### src/hdl/session_energy_integrator_top_defines.svh
// Assertion macros for the session energy integrator.
// Included by the top level; depends on nothing else.
`ifndef SESSION_ENERGY_INTEGRATOR_TOP_DEFINES_SVH
`define SESSION_ENERGY_INTEGRATOR_TOP_DEFINES_SVH

// Same-cycle implication, disabled while reset is low.
`define SEI_ASSERT_IMPL(label, clk, rst_n, ante, cons) \
    label: assert property (@(posedge clk) disable iff (!rst_n) (ante) |-> (cons)) \
        else $error("sei assertion failed");

// Next-cycle implication, disabled while reset is low.
`define SEI_ASSERT_NEXT(label, clk, rst_n, ante, cons) \
    label: assert property (@(posedge clk) disable iff (!rst_n) (ante) |=> (cons)) \
        else $error("sei assertion failed");

`endif

### src/hdl/sei_pkg.sv
// Shared types and constants of the session energy integrator.
// No dependencies; imported by sei_front, sei_back and the top level.
`timescale 1ns / 1ps
`default_nettype none

package sei_pkg;

    localparam int OPCODE_W = 2;
    localparam int POWER_W  = 24;
    localparam int PWR_W    = 23;
    localparam int STAMP_W  = 32;
    localparam int REASON_W = 4;
    localparam int STATUS_W = 2;
    localparam int ENERGY_W = 48;

    localparam logic [ENERGY_W-1:0] ENERGY_MAX = '1;

    localparam logic [OPCODE_W-1:0] OP_SAMPLE = 2'd0;
    localparam logic [OPCODE_W-1:0] OP_BEGIN  = 2'd1;
    localparam logic [OPCODE_W-1:0] OP_FINISH = 2'd2;

    localparam logic [STATUS_W-1:0] STAT_OK      = 2'd0;
    localparam logic [STATUS_W-1:0] STAT_REJECT  = 2'd1;
    localparam logic [STATUS_W-1:0] STAT_INVALID = 2'd2;

    typedef enum logic [2:0] {
        KIND_SAMPLE,
        KIND_INVALID,
        KIND_BEGIN,
        KIND_FINISH,
        KIND_REJECT
    } t_kind;

    typedef struct packed {
        t_kind               kind;
        logic [PWR_W-1:0]    power;
        logic [STAMP_W-1:0]  stamp;
        logic [REASON_W-1:0] reason;
    } t_cmd;

    typedef enum logic [1:0] {
        BK_IDLE,
        BK_DIV,
        BK_MUL,
        BK_ACC
    } t_back_state;

endpackage

`default_nettype wire

### src/hdl/sei_front.sv
// Front part: classifies each request and queues it for the back part.
// Depends on sei_pkg.
`timescale 1ns / 1ps
`default_nettype none

module sei_front #(
    parameter int DEPTH = 4
) (
    input  logic                           i_clk,
    input  logic                           i_rst_n,
    input  logic                           i_push,
    output logic                           o_full,
    input  logic [sei_pkg::OPCODE_W-1:0]   i_opcode,
    input  logic                           i_sample_valid,
    input  logic signed [sei_pkg::POWER_W-1:0] i_power_mw,
    input  logic [sei_pkg::STAMP_W-1:0]    i_stamp_ms,
    input  logic [sei_pkg::REASON_W-1:0]   i_stop_reason,
    output logic                           o_head_valid,
    output sei_pkg::t_cmd                  o_head,
    input  logic                           i_pop
);
    import sei_pkg::*;

    localparam int AW = $clog2(DEPTH);

    t_cmd              r_mem [DEPTH];
    logic [AW-1:0]     r_wr;
    logic [AW-1:0]     r_rd;
    logic [AW:0]       r_count;
    t_cmd              w_cmd;
    logic [PWR_W-1:0]  w_clamped;
    logic              w_wr;

    assign w_clamped = i_power_mw[POWER_W-1] ? '0 : i_power_mw[PWR_W-1:0];

    always_comb begin
        w_cmd.power  = w_clamped;
        w_cmd.stamp  = i_stamp_ms;
        w_cmd.reason = i_stop_reason;
        unique case (i_opcode)
            OP_SAMPLE: begin
                w_cmd.kind = i_sample_valid ? KIND_SAMPLE : KIND_INVALID;
            end
            OP_BEGIN: begin
                w_cmd.kind  = KIND_BEGIN;
                w_cmd.power = i_sample_valid ? w_clamped : '0;
            end
            OP_FINISH: begin
                w_cmd.kind = KIND_FINISH;
            end
            default: begin
                w_cmd.kind = KIND_REJECT;
            end
        endcase
    end

    assign o_full       = (r_count == (AW+1)'(DEPTH));
    assign o_head_valid = (r_count != '0);
    assign o_head       = r_mem[r_rd];
    assign w_wr         = i_push && !o_full;

    always_ff @(posedge i_clk) begin
        if (w_wr) begin
            r_mem[r_wr] <= w_cmd;
        end
    end

    always_ff @(posedge i_clk) begin
        if (!i_rst_n) begin
            r_wr    <= '0;
            r_rd    <= '0;
            r_count <= '0;
        end else begin
            if (w_wr) begin
                r_wr <= (r_wr == AW'(DEPTH - 1)) ? '0 : r_wr + 1'b1;
            end
            if (i_pop) begin
                r_rd <= (r_rd == AW'(DEPTH - 1)) ? '0 : r_rd + 1'b1;
            end
            if (w_wr && !i_pop) begin
                r_count <= r_count + 1'b1;
            end else if (!w_wr && i_pop) begin
                r_count <= r_count - 1'b1;
            end
        end
    end

endmodule

`default_nettype wire

### src/hdl/sei_div.sv
// Divider by a fixed divisor: reciprocal multiply, then remainder and carry fix-up.
// No dependencies; register chain r_x, r_mhi, r_qe, r_re, r_quot; done flags r_quot.
`timescale 1ns / 1ps
`default_nettype none

module sei_div #(
    parameter int DIVISOR = 1000,
    parameter int DW      = 32,
    parameter int LW      = (DIVISOR > 1) ? $clog2(DIVISOR) : 1
) (
    input  logic          i_clk,
    input  logic          i_rst_n,
    input  logic          i_start,
    input  logic [DW-1:0] i_dividend,
    input  logic [LW-1:0] i_carry,
    output logic          o_done,
    output logic [DW:0]   o_quot,
    output logic [LW-1:0] o_rem
);
    localparam int SH = $clog2(DIVISOR);
    // reciprocal is 2^DW + M_LOW; the 2^DW part is the add of r_x below
    localparam logic [2*DW-1:0] M_FULL =
        ((2*DW)'(1) << (DW + SH)) / (2*DW)'(DIVISOR) + (2*DW)'(1);
    localparam logic [DW-1:0] M_LOW = M_FULL[DW-1:0];
    localparam logic [DW-1:0] DIV_C = DW'(DIVISOR);
    localparam logic [LW:0]   DIV_S = (LW+1)'(DIVISOR);

    logic [4:0]      r_vld;
    logic [DW-1:0]   r_x;
    logic [LW-1:0]   r_c;
    logic [DW-1:0]   r_mhi;
    logic [DW-1:0]   r_qe;
    logic [LW-1:0]   r_re;
    logic [DW:0]     r_quot;
    logic [LW-1:0]   r_rem;
    logic [2*DW-1:0] w_prod;
    logic [DW:0]     w_qsum;
    logic [DW-1:0]   w_qd;
    logic [DW-1:0]   w_re;
    logic [LW:0]     w_rsum;

    assign w_prod = {{DW{1'b0}}, r_x} * {{DW{1'b0}}, M_LOW};
    assign w_qsum = {1'b0, r_mhi} + {1'b0, r_x};
    assign w_qd   = r_qe * DIV_C;
    assign w_re   = r_x - w_qd;
    assign w_rsum = {1'b0, r_re} + {1'b0, r_c};

    assign o_done = r_vld[4];
    assign o_quot = r_quot;
    assign o_rem  = r_rem;

    always_ff @(posedge i_clk) begin
        if (i_start) begin
            r_x <= i_dividend;
            r_c <= i_carry;
        end
        r_mhi <= w_prod[2*DW-1:DW];
        r_qe  <= DW'(w_qsum >> SH);
        r_re  <= w_re[LW-1:0];
        if (w_rsum >= DIV_S) begin
            r_quot <= {1'b0, r_qe} + (DW+1)'(1);
            r_rem  <= LW'(w_rsum - DIV_S);
        end else begin
            r_quot <= {1'b0, r_qe};
            r_rem  <= w_rsum[LW-1:0];
        end
    end

    always_ff @(posedge i_clk) begin
        if (!i_rst_n) begin
            r_vld <= '0;
        end else begin
            r_vld <= {r_vld[3:0], i_start};
        end
    end

endmodule

`default_nettype wire

### src/hdl/sei_back.sv
// Back part: session state, energy integration and the result register.
// Depends on sei_pkg and sei_div.
`timescale 1ns / 1ps
`default_nettype none

module sei_back #(
    parameter int STEP_MS = 1000
) (
    input  logic                          i_clk,
    input  logic                          i_rst_n,
    input  logic                          i_head_valid,
    input  sei_pkg::t_cmd                 i_head,
    output logic                          o_pop,
    output logic                          o_empty,
    input  logic                          i_pop,
    output logic [sei_pkg::STATUS_W-1:0]  o_status,
    output logic                          o_session_active,
    output logic [sei_pkg::ENERGY_W-1:0]  o_energy_half_mws,
    output logic [sei_pkg::REASON_W-1:0]  o_last_reason
);
    import sei_pkg::*;

    localparam int LW = (STEP_MS > 1) ? $clog2(STEP_MS) : 1;
    localparam int QW = STAMP_W + 1;
    localparam int SW = PWR_W + 1;
    localparam int PW = QW + SW;

    t_back_state         r_state;
    t_back_state         n_state;

    logic                r_active;
    logic [ENERGY_W-1:0] r_energy;
    logic [PWR_W-1:0]    r_prev;
    logic [STAMP_W-1:0]  r_last;
    logic [LW-1:0]       r_left;
    logic [REASON_W-1:0] r_reason;

    logic                n_active;
    logic [ENERGY_W-1:0] n_energy;
    logic [PWR_W-1:0]    n_prev;
    logic [STAMP_W-1:0]  n_last;
    logic [LW-1:0]       n_left;
    logic [REASON_W-1:0] n_reason;
    logic [STATUS_W-1:0] n_status;

    logic [PWR_W-1:0]    r_cur_power;
    logic [STAMP_W-1:0]  r_cur_stamp;
    logic [SW-1:0]       r_psum;
    logic [PW-1:0]       r_prod;

    logic                r_out_valid;
    logic [STATUS_W-1:0] r_out_status;
    logic                r_out_active;
    logic [ENERGY_W-1:0] r_out_energy;
    logic [REASON_W-1:0] r_out_reason;

    logic                w_out_free;
    logic                w_arith;
    logic                w_div_start;
    logic                w_ld_simple;
    logic                w_ld_acc;
    logic                w_div_done;
    logic [STAMP_W-1:0]  w_elapsed;
    logic [QW-1:0]       w_quot;
    logic [LW-1:0]       w_rem;
    logic [PW:0]         w_sum;

    assign w_out_free = !r_out_valid || i_pop;
    assign w_arith    = (i_head.kind == KIND_SAMPLE) && r_active
                        && (r_last != '0) && (i_head.stamp != '0);
    assign w_elapsed  = i_head.stamp - r_last;
    assign w_sum      = {1'b0, r_prod} + (PW+1)'(r_energy);

    sei_div #(
        .DIVISOR (STEP_MS),
        .DW      (STAMP_W),
        .LW      (LW)
    ) u_div (
        .i_clk      (i_clk),
        .i_rst_n    (i_rst_n),
        .i_start    (w_div_start),
        .i_dividend (w_elapsed),
        .i_carry    (r_left),
        .o_done     (w_div_done),
        .o_quot     (w_quot),
        .o_rem      (w_rem)
    );

    always_comb begin
        n_state = r_state;
        unique case (r_state)
            BK_IDLE: if (i_head_valid && w_arith) n_state = BK_DIV;
            BK_DIV:  if (w_div_done) n_state = BK_MUL;
            BK_MUL:  n_state = BK_ACC;
            BK_ACC:  if (w_out_free) n_state = BK_IDLE;
        endcase
    end

    always_comb begin
        o_pop       = 1'b0;
        w_div_start = 1'b0;
        w_ld_simple = 1'b0;
        w_ld_acc    = 1'b0;
        unique case (r_state)
            BK_IDLE: begin
                if (i_head_valid && w_arith) begin
                    o_pop       = 1'b1;
                    w_div_start = 1'b1;
                end else if (i_head_valid && w_out_free) begin
                    o_pop       = 1'b1;
                    w_ld_simple = 1'b1;
                end
            end
            BK_DIV: begin
            end
            BK_MUL: begin
            end
            BK_ACC: begin
                w_ld_acc = w_out_free;
            end
        endcase
    end

    always_comb begin
        n_active = r_active;
        n_energy = r_energy;
        n_prev   = r_prev;
        n_last   = r_last;
        n_left   = r_left;
        n_reason = r_reason;
        n_status = STAT_OK;
        if (w_ld_acc) begin
            n_energy = (w_sum >= (PW+1)'(ENERGY_MAX)) ? ENERGY_MAX : w_sum[ENERGY_W-1:0];
            n_prev   = r_cur_power;
            n_last   = r_cur_stamp;
            n_left   = w_rem;
        end else if (w_ld_simple) begin
            unique case (i_head.kind)
                KIND_BEGIN: begin
                    if (r_active) begin
                        n_status = STAT_REJECT;
                    end else begin
                        n_active = 1'b1;
                        n_energy = '0;
                        n_prev   = i_head.power;
                        n_last   = i_head.stamp;
                        n_left   = '0;
                    end
                end
                KIND_FINISH: begin
                    if (!r_active) begin
                        n_status = STAT_REJECT;
                    end else begin
                        n_active = 1'b0;
                        n_reason = i_head.reason;
                        n_prev   = '0;
                        n_last   = '0;
                        n_left   = '0;
                    end
                end
                KIND_SAMPLE: begin
                    // idle clears; active but unprimed or unknown time re-primes
                    n_prev = r_active ? i_head.power : '0;
                    n_last = r_active ? i_head.stamp : '0;
                    n_left = '0;
                end
                KIND_INVALID: begin
                    n_status = STAT_INVALID;
                end
                KIND_REJECT: begin
                    n_status = STAT_REJECT;
                end
                default: begin
                    n_status = STAT_REJECT;
                end
            endcase
        end
    end

    always_ff @(posedge i_clk) begin
        if (w_div_start) begin
            r_cur_power <= i_head.power;
            r_cur_stamp <= i_head.stamp;
            r_psum      <= {1'b0, r_prev} + {1'b0, i_head.power};
        end
        if (r_state == BK_MUL) begin
            r_prod <= PW'(w_quot) * PW'(r_psum);
        end
        if (w_ld_simple || w_ld_acc) begin
            r_out_status <= n_status;
            r_out_active <= n_active;
            r_out_energy <= n_energy;
            r_out_reason <= n_reason;
        end
    end

    always_ff @(posedge i_clk) begin
        if (!i_rst_n) begin
            r_state     <= BK_IDLE;
            r_active    <= 1'b0;
            r_energy    <= '0;
            r_prev      <= '0;
            r_last      <= '0;
            r_left      <= '0;
            r_reason    <= '0;
            r_out_valid <= 1'b0;
        end else begin
            r_state  <= n_state;
            r_active <= n_active;
            r_energy <= n_energy;
            r_prev   <= n_prev;
            r_last   <= n_last;
            r_left   <= n_left;
            r_reason <= n_reason;
            if (w_ld_simple || w_ld_acc) begin
                r_out_valid <= 1'b1;
            end else if (i_pop) begin
                r_out_valid <= 1'b0;
            end
        end
    end

    assign o_empty           = !r_out_valid;
    assign o_status          = r_out_status;
    assign o_session_active  = r_out_active;
    assign o_energy_half_mws = r_out_energy;
    assign o_last_reason     = r_out_reason;

endmodule

`default_nettype wire

### src/hdl/session_energy_integrator_top.sv
// Top level of the session energy integrator: front queue plus back engine.
// Depends on sei_pkg, sei_front, sei_back and the defines header.
`timescale 1ns / 1ps
`default_nettype none

`include "session_energy_integrator_top_defines.svh"

// Meters one charging session. Requests (begin, finish, power sample) enter
// through push/full into a queue of QUEUE_DEPTH entries and give one result
// each, in order, through empty/pop. Begin, finish, invalid samples, the
// unused opcode and samples that only prime the integrator are handled
// directly from idle in the back engine. A sample that integrates is started
// from idle, then passes through the divider by STEP_MS (reciprocal multiply,
// then remainder and carry fix-up), a multiply step and a saturating
// accumulate step. The queue keeps taking requests meanwhile. A result
// waits in an output register, so the back engine keeps going while pop is
// low until the next result is ready.
module session_energy_integrator_top #(
    parameter int STEP_MS     = 1000,
    parameter int QUEUE_DEPTH = 4
) (
    input  logic                               i_clk,
    input  logic                               i_rst_n,
    input  logic                               push,
    output logic                               full,
    input  logic [sei_pkg::OPCODE_W-1:0]       i_opcode,
    input  logic                               i_sample_valid,
    input  logic signed [sei_pkg::POWER_W-1:0] i_power_mw,
    input  logic [sei_pkg::STAMP_W-1:0]        i_stamp_ms,
    input  logic [sei_pkg::REASON_W-1:0]       i_stop_reason,
    output logic                               empty,
    input  logic                               pop,
    output logic [sei_pkg::STATUS_W-1:0]       o_status,
    output logic                               o_session_active,
    output logic [sei_pkg::ENERGY_W-1:0]       o_energy_half_mws,
    output logic [sei_pkg::REASON_W-1:0]       o_last_reason
);
    import sei_pkg::*;

    logic w_head_valid;
    t_cmd w_head;
    logic w_pop;

    sei_front #(
        .DEPTH (QUEUE_DEPTH)
    ) u_front (
        .i_clk          (i_clk),
        .i_rst_n        (i_rst_n),
        .i_push         (push),
        .o_full         (full),
        .i_opcode       (i_opcode),
        .i_sample_valid (i_sample_valid),
        .i_power_mw     (i_power_mw),
        .i_stamp_ms     (i_stamp_ms),
        .i_stop_reason  (i_stop_reason),
        .o_head_valid   (w_head_valid),
        .o_head         (w_head),
        .i_pop          (w_pop)
    );

    sei_back #(
        .STEP_MS (STEP_MS)
    ) u_back (
        .i_clk             (i_clk),
        .i_rst_n           (i_rst_n),
        .i_head_valid      (w_head_valid),
        .i_head            (w_head),
        .o_pop             (w_pop),
        .o_empty           (empty),
        .i_pop             (pop),
        .o_status          (o_status),
        .o_session_active  (o_session_active),
        .o_energy_half_mws (o_energy_half_mws),
        .o_last_reason     (o_last_reason)
    );

    `SEI_ASSERT_IMPL(a_pop_needs_head, i_clk, i_rst_n, w_pop, w_head_valid)
    `SEI_ASSERT_IMPL(a_full_has_head, i_clk, i_rst_n, full, w_head_valid)
    `SEI_ASSERT_NEXT(a_pop_frees_slot, i_clk, i_rst_n, w_pop && !(push && !full), !full)

endmodule

`default_nettype wire

### config.mk
export PLATFORM = sky130hd
export DESIGN_NAME = session_energy_integrator_top
export DESIGN_NICKNAME = d
export VERILOG_FILES = /design/src/hdl/sei_pkg.sv /design/src/hdl/sei_front.sv /design/src/hdl/sei_div.sv /design/src/hdl/sei_back.sv /design/src/hdl/session_energy_integrator_top.sv
export VERILOG_INCLUDE_DIRS = /design/src /design/src/hdl
export SDC_FILE = /design/constraint.sdc
export NUM_CORES = 2
export LEC_CHECK = 0
export BUFFER_PORTS_ARGS = -buffer_cell sky130_fd_sc_hd__buf_4
export CORE_ASPECT_RATIO = 1.4
export CORE_UTILIZATION = 30
export DETAILED_ROUTE_END_ITERATION = 10
export PLACE_DENSITY = 0.52
export SLEW_MARGIN = 10
export SYNTH_ARGS = -nofsm -noshare
export SYNTH_HDL_FRONTEND = slang
export SYNTH_SLANG_ARGS = --single-unit
### constraint.sdc
create_clock -name i_clk -period 8.93 [get_ports i_clk]
set_input_delay 1.3395 -clock i_clk [delete_from_list [all_inputs] [get_ports i_clk]]
set_output_delay 1.3395 -clock i_clk [all_outputs]
set_load 0.02 [all_outputs]
==> run metrics <==
H-tree depth 3; layout cells sized above 1 7.579%; setup TNS 0 ns; CP arrival ~8.3 ns; CTS tree done; Die ar. 209,700 um^2; # IOs between 100 and 150; max_slew headroom 26.93%; GR Util met1 between 15 and 20%; final worst path period share about nine tenths; routed vias around 41,000; Core Box Area between 200,000 and 250,000 um^2; Post-synth EDFFs ~470; Synth Area in Adders 37.59%; CTS Buffer Depth 3; Setup Viol. Count Final 0; final hold violations 0; pin count of the biggest net entering global routing 70; Least-Margin Pin Slew 1.096 ns; Die X 387.3 um; FP Rows approximately 200; final worst path period need about 7.9 ns; post-synthesis register bit count 701; busiest layer in global routing met2; WL per Instance ~19 um; hold_ws 0.4154 ns; commonest cells in the synthesized netlist inv_1 (1,194), fa_1 (764), ha_1 (651); mapped cell area about 62,000 um^2; vias in the first global route about 44,000; DR vias/cell ~4.7; critical path type reg -> reg; synthesized netlist net count around 7,300; Detail Route Antenna Nets 0; outcome completed; Max Clk Rate 126.6 MHz; top cells by area, synth fa_1 (25%), edfxtp_1 (23%), ha_1 (13%); initial antenna violation count 4; unrepaired setup endpoints after global routing false; met3 Resource Use GR 1.839%; CP max FO 24; CP Launch Type flop; syn avg cell area about 11 um^2; Port-buffer cells between 100 and 150; post-synthesis sequential area ratio a little under a third; Yosys top cell by area fa_1; cell count after synthesis about 5,800; Cell Count Post-Placement roughly 8,500; DR iter-0 viols 2,322; CTS clk-pin slew, worst paths 0.06 ns; Main synth FF type edfxtp_1; clock latency on the worst-skew pair approximately 0.72 ns; max-cap violations 0; Slew Limit Fails 0; final WL roughly 160,000 um; mux share of post-synthesis cell area under 10%; hold buffer count at cts 0; hpwl dp roughly 130,000 um; Ys Warns 0; DR pass1 iterations 6; Clock Sinks approximately 700; global placer's final weighted congestion around 0.90; main combinational cell family by area after synthesis adder cells; setup bufs post-CTS 0; GR Layer Usage met2 a little under a third; Post-layout nets 7,378; total track usage ~16%; Die Span Y 541.5 um; Initial Util 30.26%; Compound-Gate Fraction of Synth Area slightly above 8%; Finished Layout Cells between 8,000 and 9,000; total gr overflow 0; Post-Synth XOR/XNOR Area about 3.1%; Syn-to-layout area delta 11.20%; Synth Area in Simple Gates 10.15%; crit end category flop; DR DRC count 0; HP Class reg -> reg; post-CTS sizing 0; top-count cell post-synth inv_1; Synth cell types 75; share of synthesized registers carrying an async set or reset 0%; first-pass GRT wire length 257,500 um; Root Buffer clkbuf_16; Worst Skew between 0.06 and 0.07 ns; Crit path required time around 9.3 ns; TritonCTS buffer count just over 80; Yosys top cell area share around a quarter
==> flip-flops by register name, summed over array words and instances, names as in the netlist, 23 cells and up, named ones only <==
| name | flops |
|---|---|
| u_back.o_energy_half_mws | 48 |
| u_back.r_cur_power | 23 |
| u_back.r_cur_stamp | 32 |
| u_back.r_energy | 48 |
| u_back.r_last | 32 |
| u_back.r_prev | 23 |
| u_back.r_prod | 48 |
| u_back.r_psum | 24 |
| u_back.u_div.o_quot | 24 |
| u_back.u_div.r_mhi | 27 |
| u_back.u_div.r_qe | 23 |
| u_back.u_div.r_x | 32 |
| u_front.r_mem | 248 |
==> cell type report <==
cell class	count	area [um^2]
fill	20890	136700
multi-input combinational	3709	38410
sequential	701	18760
inverter	1195	4486
tap	2686	3361
clock buffer	102	2210
timing repair buffer	208	1562
clock inverter	49	553.0
antenna	2	5.005
==> kinds of logic after synthesis <==
| family | count (synthesis) |
|---|---|
| adder cells (fa/ha/maj) | 1415 |
| buffers and inverters | 1382 |
| AND/OR/NAND/NOR | 1243 |
| AO/OA/AOI/OAI | 753 |
| flip-flops | 701 |
| XOR/XNOR | 224 |
| multiplexers | 74 |
==> critical path, stage by stage, from the launching register on <==
cell      delay (ns)
edfxtp_1        0.95
nand2_1         0.20
fa_1            0.57
inv_1           0.06
fa_1            0.52
inv_1           0.05
fa_1            0.48
inv_1           0.05
fa_1            0.50
inv_1           0.05
fa_1            0.47
inv_1           0.05
fa_1            0.52
inv_1           0.06
fa_1            0.54
inv_1           0.05
ha_1            0.38
nand4_1         0.23
a211o_1         0.37
a21oi_1         0.38
o21ai_0         0.34
a31oi_1         0.44
a41oi_1         0.21
xnor2_1         0.16
==> per-stage QoR <==
step	cell area, um^2	setup slack [ns]	util (%)
after floorplan	62360	2.201	-
after global placement	66580	1.057	32.31
after detailed placement	66580	1.017	32.31
after CTS	69350	0.9990	33.65
after global routing	69350	0.6372	33.65
final	69350	1.031	33.66
==> per-layer routing <==
metal / routed length (um) / vias to the layer above / part of all wire, %
met1: 66480 / 20730 / 40
met3: 5173 / 248 / 3.1
met4: 5477 / 4 / 3.3
li1: - / 19240 / -
met2: 87530 / 706 / 53
met5: 23 / - / 0.014
==> placed cells by master, fill, tap and decap left out, types with 31 or more instances in the layout <==
| master | instances |
|---|---|
| inv_1 | 1194 |
| fa_1 | 764 |
| ha_1 | 650 |
| edfxtp_1 | 472 |
| nand2_1 | 421 |
| and2_1 | 358 |
| dfxtp_1 | 227 |
| a21oi_1 | 223 |
| buf_4 | 208 |
| nor2_1 | 138 |
| xnor2_1 | 132 |
| a21o_1 | 101 |
| o21ai_0 | 94 |
| xor2_1 | 92 |
| clkbuf_16 | 84 |
| mux4_2 | 61 |
| nor3_1 | 56 |
| a222oi_1 | 55 |
| a211oi_1 | 53 |
| nand3_1 | 47 |
| nand4_1 | 36 |
| nor4_1 | 34 |
| o21a_1 | 31 |
==> worst paths after layout <==
| kind | startpoint | endpoint | slack, ns | depth (start not counted) |
|---|---|---|---|---|
| hold / removal | u_back.u_div.o_rem[4]$_DFF_P_ | u_back.r_left[4]$_SDFFE_PN0P_ | 0.42 | 1 |
| setup / recovery | u_back.r_psum[5]$_DFFE_PP_ | u_back.r_prod[45]$_DFFE_PP_ | 1.03 | 23 |
| setup reg to reg | u_back.r_psum[5]$_DFFE_PP_ | u_back.r_prod[45]$_DFFE_PP_ | 1.03 | 23 |
| hold reg to reg | u_back.u_div.o_rem[4]$_DFF_P_ | u_back.r_left[4]$_SDFFE_PN0P_ | 0.42 | 1 |
Power is not shown: default switching activity piles up to over one toggle a cycle in this logic, so the estimate is an artifact.
